--- src/design/dchm_pkg.sv ---
// ----------------------------------------------------------------------------
// dchm_pkg
// Shared types and constants of the duty-cycle histogram monitor: the item
// and result payloads, the item kinds, the register indexes and the
// classified command that travels from the front to the back.
// ----------------------------------------------------------------------------
package dchm_pkg;

    localparam int CFG_DATA_W  = 32;
    localparam int QUEUE_DEPTH = 2;

    localparam logic [6:0] PCT_FULL = 7'd100;

    typedef enum logic [1:0] {
        KIND_TICK     = 2'd0,
        KIND_BOUNDARY = 2'd1,
        KIND_CLEAR    = 2'd2,
        KIND_UNUSED   = 2'd3
    } kind_t;

    typedef enum logic [0:0] {
        REG_PERIOD_TICKS = 1'b0,
        REG_ENABLE       = 1'b1
    } reg_index_t;

    typedef struct packed {
        kind_t       kind;
        logic        awake;
        logic [3:0]  bin_select;
    } item_t;

    typedef struct packed {
        logic        recorded;
        logic [6:0]  last_usage;
        logic [6:0]  top_usage;
        logic        stats_known;
        logic [31:0] bin_count;
        logic        measuring;
    } result_t;

    typedef struct packed {
        kind_t       op;
        logic        awake;
        logic        sel_ok;
        logic [3:0]  sel;
    } cmd_t;

endpackage

--- src/design/duty_cycle_histogram_monitor.sv ---
// ----------------------------------------------------------------------------
// duty_cycle_histogram_monitor
// Measures the busy duty cycle over fixed periods and keeps a histogram of
// the per-period usage together with the peak usage since the last clear.
//
//   Channel   Direction  Handshake                    Payload
//   item      in         item_valid / item_ready      item_t
//   result    out        result_valid / result_ready  result_t
//   cfg       in         cfg_we, cfg_index            cfg_data (32 bits)
//
// Ticks, clears, unused kinds and boundaries with no running measurement
// are taken back to back unless the result side stalls, and each passes
// through the read stage and the output register. A boundary that closes
// a measurement holds the back end until the shift-subtract divider in the
// usage unit, which retires one quotient bit per cycle, has settled.
// Reset clears all control state and the histogram valid bits at once.
// A two-entry command queue and a result register let either side stall.
// ----------------------------------------------------------------------------
module duty_cycle_histogram_monitor
    import dchm_pkg::*;
#(
    parameter int BINS        = 10,
    parameter int COUNT_WIDTH = 32
)
(
    input  logic                  clk,
    input  logic                  rst_n,
    input  logic                  item_valid,
    output logic                  item_ready,
    input  item_t                 item,
    output logic                  result_valid,
    input  logic                  result_ready,
    output result_t               result,
    input  logic                  cfg_we,
    input  reg_index_t            cfg_index,
    input  logic [CFG_DATA_W-1:0] cfg_data
);

    logic cmd_valid;
    logic cmd_pop;
    cmd_t cmd;

    dchm_front #(
        .BINS (BINS)
    ) u_front (
        .clk        (clk),
        .rst_n      (rst_n),
        .item_valid (item_valid),
        .item_ready (item_ready),
        .item       (item),
        .cmd_valid  (cmd_valid),
        .cmd        (cmd),
        .cmd_pop    (cmd_pop)
    );

    dchm_back #(
        .BINS        (BINS),
        .COUNT_WIDTH (COUNT_WIDTH)
    ) u_back (
        .clk          (clk),
        .rst_n        (rst_n),
        .cmd_valid    (cmd_valid),
        .cmd          (cmd),
        .cmd_pop      (cmd_pop),
        .cfg_we       (cfg_we),
        .cfg_index    (cfg_index),
        .cfg_data     (cfg_data),
        .result_valid (result_valid),
        .result_ready (result_ready),
        .result       (result)
    );

endmodule

--- src/design/dchm_usage.sv ---
// ----------------------------------------------------------------------------
// dchm_usage
// Usage percentage unit. Computes min(100, (busy*100 + period/2) / period)
// with a registered constant multiply, a rounding add, an overflow check and
// a shift-subtract divider that settles one quotient bit per cycle.
// ----------------------------------------------------------------------------
module dchm_usage
    import dchm_pkg::*;
(
    input  logic        clk,
    input  logic        rst_n,
    input  logic        start,
    input  logic [31:0] busy,
    input  logic [31:0] period,
    output logic        done,
    output logic [6:0]  usage
);

    localparam int PROD_W = 39;
    localparam int NUM_W  = 40;
    localparam int Q_W    = 8;

    typedef enum logic [2:0] {
        U_IDLE,
        U_MUL,
        U_ADD,
        U_CHECK,
        U_DIV,
        U_DONE
    } state_t;

    state_t              state_reg;
    logic [31:0]         busy_reg;
    logic [31:0]         per_reg;
    logic [PROD_W-1:0]   prod_reg;
    logic [NUM_W-1:0]    rem_reg;
    logic [Q_W-1:0]      q_reg;
    logic [2:0]          cnt_reg;
    logic [NUM_W-1:0]    trial;
    logic [NUM_W-1:0]    limit;

    assign trial = NUM_W'(per_reg) << cnt_reg;
    assign limit = {per_reg, {Q_W{1'b0}}};

    assign done  = (state_reg == U_DONE);
    assign usage = (q_reg > Q_W'(PCT_FULL)) ? PCT_FULL : q_reg[6:0];

    always_ff @(posedge clk or negedge rst_n) begin
        if (!rst_n) begin
            state_reg <= U_IDLE;
            busy_reg  <= '0;
            per_reg   <= 32'd1;
            prod_reg  <= '0;
            rem_reg   <= '0;
            q_reg     <= '0;
            cnt_reg   <= '0;
        end
        else begin
            unique case (state_reg)
                U_IDLE:
                begin
                    if (start) begin
                        busy_reg  <= busy;
                        per_reg   <= (period == 32'd0) ? 32'd1 : period;
                        state_reg <= U_MUL;
                    end
                end
                U_MUL:
                begin
                    prod_reg  <= PROD_W'(busy_reg) * PROD_W'(PCT_FULL);
                    state_reg <= U_ADD;
                end
                U_ADD:
                begin
                    rem_reg   <= NUM_W'(prod_reg) + NUM_W'(per_reg >> 1);
                    q_reg     <= '0;
                    state_reg <= U_CHECK;
                end
                U_CHECK:
                begin
                    if (rem_reg >= limit) begin
                        q_reg     <= '1;
                        state_reg <= U_DONE;
                    end
                    else begin
                        cnt_reg   <= 3'(Q_W - 1);
                        state_reg <= U_DIV;
                    end
                end
                U_DIV:
                begin
                    if (rem_reg >= trial) begin
                        rem_reg        <= rem_reg - trial;
                        q_reg[cnt_reg] <= 1'b1;
                    end
                    if (cnt_reg == 3'd0) begin
                        state_reg <= U_DONE;
                    end
                    else begin
                        cnt_reg <= cnt_reg - 3'd1;
                    end
                end
                U_DONE:
                begin
                    state_reg <= U_IDLE;
                end
                default:
                begin
                    state_reg <= U_IDLE;
                end
            endcase
        end
    end

endmodule

--- src/design/dchm_front.sv ---
// ----------------------------------------------------------------------------
// dchm_front
// Front end. Accepts items, decodes the kind and range-checks the selected
// bin, and holds the classified commands in a short queue for the back end.
// ----------------------------------------------------------------------------
module dchm_front
    import dchm_pkg::*;
#(
    parameter int BINS = 10
)
(
    input  logic  clk,
    input  logic  rst_n,
    input  logic  item_valid,
    output logic  item_ready,
    input  item_t item,
    output logic  cmd_valid,
    output cmd_t  cmd,
    input  logic  cmd_pop
);

    localparam int PTR_W = $clog2(QUEUE_DEPTH);
    localparam int CNT_W = $clog2(QUEUE_DEPTH + 1);

    cmd_t               queue_mem [QUEUE_DEPTH];
    logic [PTR_W-1:0]   wr_ptr_reg;
    logic [PTR_W-1:0]   rd_ptr_reg;
    logic [CNT_W-1:0]   count_reg;
    logic [CNT_W-1:0]   count_next;
    cmd_t               cmd_in;
    logic               push;

    always_comb begin
        cmd_in.op     = item.kind;
        cmd_in.awake  = item.awake;
        cmd_in.sel    = item.bin_select;
        cmd_in.sel_ok = (5'(item.bin_select) < 5'(BINS));
    end

    assign item_ready = (count_reg != CNT_W'(QUEUE_DEPTH));
    assign push       = item_valid && item_ready;
    assign cmd_valid  = (count_reg != '0);
    assign cmd        = queue_mem[rd_ptr_reg];

    always_comb begin
        count_next = count_reg;
        if (push && !cmd_pop) begin
            count_next = count_reg + 1'b1;
        end
        else if (!push && cmd_pop) begin
            count_next = count_reg - 1'b1;
        end
    end

    always_ff @(posedge clk) begin
        if (push) begin
            queue_mem[wr_ptr_reg] <= cmd_in;
        end
    end

    always_ff @(posedge clk or negedge rst_n) begin
        if (!rst_n) begin
            wr_ptr_reg <= '0;
            rd_ptr_reg <= '0;
            count_reg  <= '0;
        end
        else begin
            if (push) begin
                wr_ptr_reg <= wr_ptr_reg + 1'b1;
            end
            if (cmd_pop) begin
                rd_ptr_reg <= rd_ptr_reg + 1'b1;
            end
            count_reg <= count_next;
        end
    end

endmodule

--- src/design/dchm_back.sv ---
// ----------------------------------------------------------------------------
// dchm_back
// Back end. Executes classified commands: counts busy ticks, closes a
// measurement through the usage unit, updates the histogram memory and the
// peak, and returns one result per command through a read stage and an
// output register.
// ----------------------------------------------------------------------------
module dchm_back
    import dchm_pkg::*;
#(
    parameter int BINS        = 10,
    parameter int COUNT_WIDTH = 32
)
(
    input  logic                  clk,
    input  logic                  rst_n,
    input  logic                  cmd_valid,
    input  cmd_t                  cmd,
    output logic                  cmd_pop,
    input  logic                  cfg_we,
    input  reg_index_t            cfg_index,
    input  logic [CFG_DATA_W-1:0] cfg_data,
    output logic                  result_valid,
    input  logic                  result_ready,
    output result_t               result
);

    localparam int AW = $clog2(BINS);
    localparam int SCALED_W = 11;

    typedef enum logic [1:0] {
        B_IDLE,
        B_CALC,
        B_WRITE,
        B_FINISH
    } state_t;

    state_t                 state_reg, state_next;
    logic [31:0]            period_reg;
    logic                   enable_reg;
    logic [31:0]            busy_reg, busy_next;
    logic                   running_reg, running_next;
    logic [6:0]             peak_reg, peak_next;
    logic [BINS-1:0]        bin_vld_reg, bin_vld_next;
    logic [AW-1:0]          addr_reg, addr_next;
    logic                   zero_reg, zero_next;
    logic [AW-1:0]          idx_reg, idx_next;
    logic [6:0]             usage_reg, usage_next;

    logic                   p_valid_reg, p_valid_next;
    logic                   p_rec_reg, p_rec_next;
    logic [6:0]             p_last_reg, p_last_next;
    logic [6:0]             p_max_reg, p_max_next;
    logic                   p_meas_reg, p_meas_next;
    logic                   p_zero_reg, p_zero_next;

    logic                   out_valid_reg, out_valid_next;
    result_t                out_reg, out_next;

    logic [COUNT_WIDTH-1:0] bins_mem [BINS];
    logic [COUNT_WIDTH-1:0] rda_reg, rdb_reg;
    logic                   vlda_reg, vldb_reg;
    logic [COUNT_WIDTH-1:0] bin_old, bin_inc, bin_val;

    logic                   p_adv, p_free;
    logic [AW-1:0]          sel_addr, rda_addr, idx_c;
    logic                   rda_en, rdb_en, bin_we;
    logic                   calc_start, calc_done;
    logic [6:0]             calc_usage;
    logic [SCALED_W-1:0]    scaled;

    dchm_usage u_usage (
        .clk    (clk),
        .rst_n  (rst_n),
        .start  (calc_start),
        .busy   (busy_reg),
        .period (period_reg),
        .done   (calc_done),
        .usage  (calc_usage)
    );

    assign p_adv    = p_valid_reg && (!out_valid_reg || result_ready);
    assign p_free   = !p_valid_reg || p_adv;
    assign sel_addr = cmd.sel_ok ? cmd.sel[AW-1:0] : '0;
    assign rda_addr = (state_reg == B_FINISH) ? addr_reg : sel_addr;

    always_comb begin
        scaled = SCALED_W'(calc_usage) * SCALED_W'(BINS);
        idx_c  = '0;
        for (int k = 1; k < BINS; k++) begin
            if (scaled >= SCALED_W'(k * 100)) begin
                idx_c = AW'(k);
            end
        end
    end

    assign bin_old = vldb_reg ? rdb_reg : '0;
    assign bin_inc = (bin_old == '1) ? bin_old : bin_old + 1'b1;
    assign bin_val = (p_zero_reg || !vlda_reg) ? '0 : rda_reg;

    always_comb begin
        state_next     = state_reg;
        busy_next      = busy_reg;
        running_next   = running_reg;
        peak_next      = peak_reg;
        bin_vld_next   = bin_vld_reg;
        addr_next      = addr_reg;
        zero_next      = zero_reg;
        idx_next       = idx_reg;
        usage_next     = usage_reg;
        p_valid_next   = p_adv ? 1'b0 : p_valid_reg;
        p_rec_next     = p_rec_reg;
        p_last_next    = p_last_reg;
        p_max_next     = p_max_reg;
        p_meas_next    = p_meas_reg;
        p_zero_next    = p_zero_reg;
        cmd_pop        = 1'b0;
        calc_start     = 1'b0;
        rda_en         = 1'b0;
        rdb_en         = 1'b0;
        bin_we         = 1'b0;

        unique case (state_reg)
            B_IDLE:
            begin
                if (cmd_valid) begin
                    if (cmd.op == KIND_BOUNDARY && running_reg) begin
                        cmd_pop    = 1'b1;
                        calc_start = 1'b1;
                        addr_next  = sel_addr;
                        zero_next  = !cmd.sel_ok;
                        state_next = B_CALC;
                    end
                    else if (p_free) begin
                        cmd_pop      = 1'b1;
                        rda_en       = 1'b1;
                        p_valid_next = 1'b1;
                        p_rec_next   = 1'b0;
                        p_last_next  = '0;
                        p_zero_next  = !cmd.sel_ok;
                        case (cmd.op)
                            KIND_TICK:
                            begin
                                if (cmd.awake && busy_reg != '1) begin
                                    busy_next = busy_reg + 32'd1;
                                end
                            end
                            KIND_BOUNDARY:
                            begin
                                if (enable_reg) begin
                                    busy_next    = '0;
                                    running_next = 1'b1;
                                end
                            end
                            KIND_CLEAR:
                            begin
                                running_next = 1'b0;
                                peak_next    = '0;
                                bin_vld_next = '0;
                                p_zero_next  = 1'b1;
                            end
                            default:
                            begin
                            end
                        endcase
                        p_max_next  = peak_next;
                        p_meas_next = running_next;
                    end
                end
            end
            B_CALC:
            begin
                if (calc_done) begin
                    usage_next = calc_usage;
                    idx_next   = idx_c;
                    rdb_en     = 1'b1;
                    state_next = B_WRITE;
                end
            end
            B_WRITE:
            begin
                bin_we                = 1'b1;
                bin_vld_next[idx_reg] = 1'b1;
                if (usage_reg > peak_reg) begin
                    peak_next = usage_reg;
                end
                running_next = enable_reg;
                if (enable_reg) begin
                    busy_next = '0;
                end
                state_next = B_FINISH;
            end
            B_FINISH:
            begin
                if (p_free) begin
                    rda_en       = 1'b1;
                    p_valid_next = 1'b1;
                    p_rec_next   = 1'b1;
                    p_last_next  = usage_reg;
                    p_max_next   = peak_reg;
                    p_meas_next  = running_reg;
                    p_zero_next  = zero_reg;
                    state_next   = B_IDLE;
                end
            end
            default:
            begin
                state_next = B_IDLE;
            end
        endcase
    end

    always_comb begin
        out_valid_next = out_valid_reg;
        out_next       = out_reg;
        if (p_adv) begin
            out_valid_next        = 1'b1;
            out_next.recorded     = p_rec_reg;
            out_next.last_usage   = p_last_reg;
            out_next.top_usage    = p_max_reg;
            out_next.stats_known  = (p_max_reg != '0);
            out_next.bin_count    = 32'(bin_val);
            out_next.measuring    = p_meas_reg;
        end
        else if (result_ready) begin
            out_valid_next = 1'b0;
        end
    end

    always_ff @(posedge clk) begin
        if (bin_we) begin
            bins_mem[idx_reg] <= bin_inc;
        end
        if (rda_en) begin
            rda_reg  <= bins_mem[rda_addr];
            vlda_reg <= bin_vld_reg[rda_addr];
        end
        if (rdb_en) begin
            rdb_reg  <= bins_mem[idx_c];
            vldb_reg <= bin_vld_reg[idx_c];
        end
    end

    always_ff @(posedge clk or negedge rst_n) begin
        if (!rst_n) begin
            state_reg     <= B_IDLE;
            period_reg    <= 32'd100000;
            enable_reg    <= 1'b0;
            busy_reg      <= '0;
            running_reg   <= 1'b0;
            peak_reg      <= '0;
            bin_vld_reg   <= '0;
            addr_reg      <= '0;
            zero_reg      <= 1'b0;
            idx_reg       <= '0;
            usage_reg     <= '0;
            p_valid_reg   <= 1'b0;
            p_rec_reg     <= 1'b0;
            p_last_reg    <= '0;
            p_max_reg     <= '0;
            p_meas_reg    <= 1'b0;
            p_zero_reg    <= 1'b0;
            out_valid_reg <= 1'b0;
            out_reg       <= '0;
        end
        else begin
            state_reg     <= state_next;
            busy_reg      <= busy_next;
            running_reg   <= running_next;
            peak_reg      <= peak_next;
            bin_vld_reg   <= bin_vld_next;
            addr_reg      <= addr_next;
            zero_reg      <= zero_next;
            idx_reg       <= idx_next;
            usage_reg     <= usage_next;
            p_valid_reg   <= p_valid_next;
            p_rec_reg     <= p_rec_next;
            p_last_reg    <= p_last_next;
            p_max_reg     <= p_max_next;
            p_meas_reg    <= p_meas_next;
            p_zero_reg    <= p_zero_next;
            out_valid_reg <= out_valid_next;
            out_reg       <= out_next;
            if (cfg_we) begin
                unique case (cfg_index)
                    REG_PERIOD_TICKS: period_reg <= cfg_data;
                    REG_ENABLE:       enable_reg <= cfg_data[0];
                    default:          enable_reg <= enable_reg;
                endcase
            end
        end
    end

    assign result_valid = out_valid_reg;
    assign result       = out_reg;

endmodule

--- config.mk ---
export PLATFORM = sky130hd
export DESIGN_NAME = duty_cycle_histogram_monitor
export DESIGN_NICKNAME = d
export VERILOG_FILES = /design/src/design/dchm_pkg.sv /design/src/design/duty_cycle_histogram_monitor.sv /design/src/design/dchm_usage.sv /design/src/design/dchm_front.sv /design/src/design/dchm_back.sv
export SDC_FILE = /design/constraint.sdc
export NUM_CORES = 2
export LEC_CHECK = 0
export ABC_AREA = 1
export BUFFER_PORTS_ARGS = -buffer_cell sky130_fd_sc_hd__buf_4
export CAP_MARGIN = 5
export CORE_ASPECT_RATIO = 1.25
export CORE_MARGIN = 2
export CORE_UTILIZATION = 38
export DETAILED_ROUTE_END_ITERATION = 10
export PLACE_DENSITY = 0.55
export SLEW_MARGIN = 0
export SYNTH_ARGS = -nofsm -noshare
export SYNTH_HDL_FRONTEND = slang
export SYNTH_SLANG_ARGS = --single-unit
--- constraint.sdc ---
create_clock -name clk -period 3.56 [get_ports clk]
set_input_delay 0 -clock clk [delete_from_list [all_inputs] [get_ports clk]]
set_output_delay 0 -clock clk [all_outputs]
set_load 0.01 [all_outputs]
==> results.yml <==
place:
  place_congestion: 0.905
  dpl.hpwl_um: 102000
  placedInstanceArea_um2: 50300
  io_buffers: 95
worst_setup_path:
  startpoint_type: "flop"
  critPathCaptureType: "flop"
  crit_required_ps: 3980
  ff2ff_path_depth: 22
  cp.arrival_ps: 4530
  critical_path_class: "flop to flop"
  critPathMaxFanout: 16
sta:
  rsz0062_at_grt: "yes"
  worstMarginPinSlew_ps: 1190
  setup_ws_ps: -551
  hold_viol: 0
  period_needed_ps: 4110
  setup_violations: 81
  finalClockSkew_ps: 41.1
  slew_violations: 0
  fmax_mhz: 243
  fin_setup_tns_ps: -19540
  maxSlewHeadroom: 0.200
  min_period_over_period: 1.15
floorplanning:
  dieArea_um2: 119000
  core.rowCount: 139
  ioPinCount: 96
  start_util: 0.383
  die_x_um: 309
  coreArea_um2: 115000
  die_y_um: 385
route:
  drc: 0
  dr.first_iter.drc_count: 3264
  first_pass_iters: 6
  ant_nets: 0
  wl_per_cell_um: 20.3
  via_per_inst: 5.28
  drt-total-wl_um: 155000
  vias: 40275
logic_synthesis:
  synth_most_common_cell: "nand2_1"
  yosys.area.top_type_share: 0.274
  async_reset_ff_frac: 0.449
  synth_top_flop_cell: "edfxtp_1"
  synthCells: 5357
  syn_area_um2: 44000
  ys_ff_latch: 730
  syn-num-nets: 5661
  synth_top_area_cell: "edfxtp_1"
  synth.distinct_cells: 60
  synth_edf_count: 402
  synth.area.top_cells: "edfxtp_1 27%, dfrtp_1 18%, nand2_1 10%"
  avgSynthCellArea_um2: 8.22
  ys_warn_count: 0
  netlist_top_cells_count: "1,180 x nand2_1, 779 x inv_1, 508 x o21ai_0, 431 x nand3_1, 402 x edfxtp_1"
  ys_seq_area_frac: 0.461
finish:
  final_area_um2: 58500
  largest_reg_flops: 320
  diodes: 0
  nFillCells: 10657
  syn2layout_area_growth_pct: 32.7
  final_layout_size_suffix_gt1_frac: 0.235
  nNetsFinal: 6317
  post-route-util: 0.509
clock_tree:
  cts_buffers: 82
  clkSlewWorstSetupHoldPaths_ps: 60
  cts_tree: "built"
  clockBufferDepth: 3
  clock-sinks: 730
  htreeDepth: 3
  cts-root-buf: "clkbuf_16"
  clock_latency_ps: 700
worst_hold_path:
  min_path_type: "primary input to flop"
  hold_depth: 2
flow_run:
  drv_cap: 0
global_routing:
  grt_pass1_wl_um: 226000
  grt_pass1_vias: 38897
  antenna_found_initial: 2
  track_usage: 0.248
  overflow: 0
  grt_start_max_net_pins: 79
status:
  status: "finished with violations"
  violations: "setup timing"
-- area by class of cell --
cell class              count  area, µm²  share of cell area
clock buffers             108       2290              0.0392
clock inverters            45        584             0.00999
inverters                 794       3020              0.0516
multi-input cells        3602      22600               0.386
flip-flops and latches    730      20300               0.347
well taps                1551       1940              0.0332
repair buffers            803       7750               0.133
-- cells by family (layout without fill, tap and decap cells) --
logic type,after synthesis,count (layout),share of synthesized area
AOI/OAI and AO/OA,1183,1183,0.154
xor gates and xnor gates,72,72,0.0145
adders and majority gates,259,259,0.0787
buffers and inverters,1026,1750,0.0909
DFF,730,730,0.461
muxes,11,11,0.00264
and+or+nand+nor,2076,2077,0.199
-- layout by cell type, fill, tap and decap left out, drive strengths merged, types with 49 or more instances in the layout --
master and n:
clkbuf 133, xor2 49, edfxtp 402, nor3 55
buf 733, inv 795, nor2 297, ha 229
a21oi 326, nand4 49, nand2 1185, o21ai 522
nand3 432, dfrtp 321, o211ai 152
-- critical path, stage by stage, from the launching register on --
cell and delay, ps:
dfrtp_1 410, nor4_4 290, nand4_1 200, a21oi_2 200, ha_1 280, ha_4 170, fa_2 390, nand3_2 90
nand3b_1 90, nand2_2 130, inv_4 70, buf_4 130, a31oi_1 150, inv_1 80, buf_4 140, o41ai_4 40
buf_6 190, nand2_8 90, buf_6 130, buf_8 130, buf_16 170, o211ai_1 170, nand3_1 90
-- final timing paths --
check	slack, ps	to	from
worst max register to register	-550	u_back.rdb_reg[24]	u_back.u_usage.q_reg[1]
worst min register to register	470	u_back.result[2]	u_back.rda_reg[1]
worst min-delay path	50	u_front.queue_mem[0][5]	item[4]
max in group asynchronous	2560	u_back.result[23]	rst_n
min in group asynchronous	530	u_back.period_reg[5]	rst_n
worst max-delay path	-550	u_back.rdb_reg[24]	u_back.u_usage.q_reg[1]
-- layer usage --
| metal | vias to the layer above | global-route usage | wire length (µm) |
|---|---|---|---|
| li1 | 19426 | - | - |
| met1 | 19246 | 0.287 | 59900 |
| met2 | 1210 | 0.454 | 79100 |
| met3 | 393 | 0.0291 | 7840 |
| met4 | 0 | 0.117 | 8310 |
| met5 | - | 0 | 0 |
-- what timing repair did --
item                                    4_1_cts  5_1_grt
endpoints found under the setup margin      100      131
endpoints found under the hold margin       397        0
setup buffers                                41       65
hold buffers                                 46        0
cloned                                       12       32
resized for setup                           194      574
pin swaps                                    64      166
-- per-stage QoR --
step / hold slack [ps] / worst slack, ps / std cells
final: 54.0 / -551 / 7633
after global routing: 36.1 / -842 / 7633
after CTS: 2.00 / -456 / 7540
after detailed placement: 54.5 / -601 / 7289
after global placement: 60.1 / -499 / 7289
after floorplan: -296 / -197 / 5357
Power is left out: the tool's default activity adds up to more than one toggle a clock period on the data nets, which glitch-free logic cannot reach.
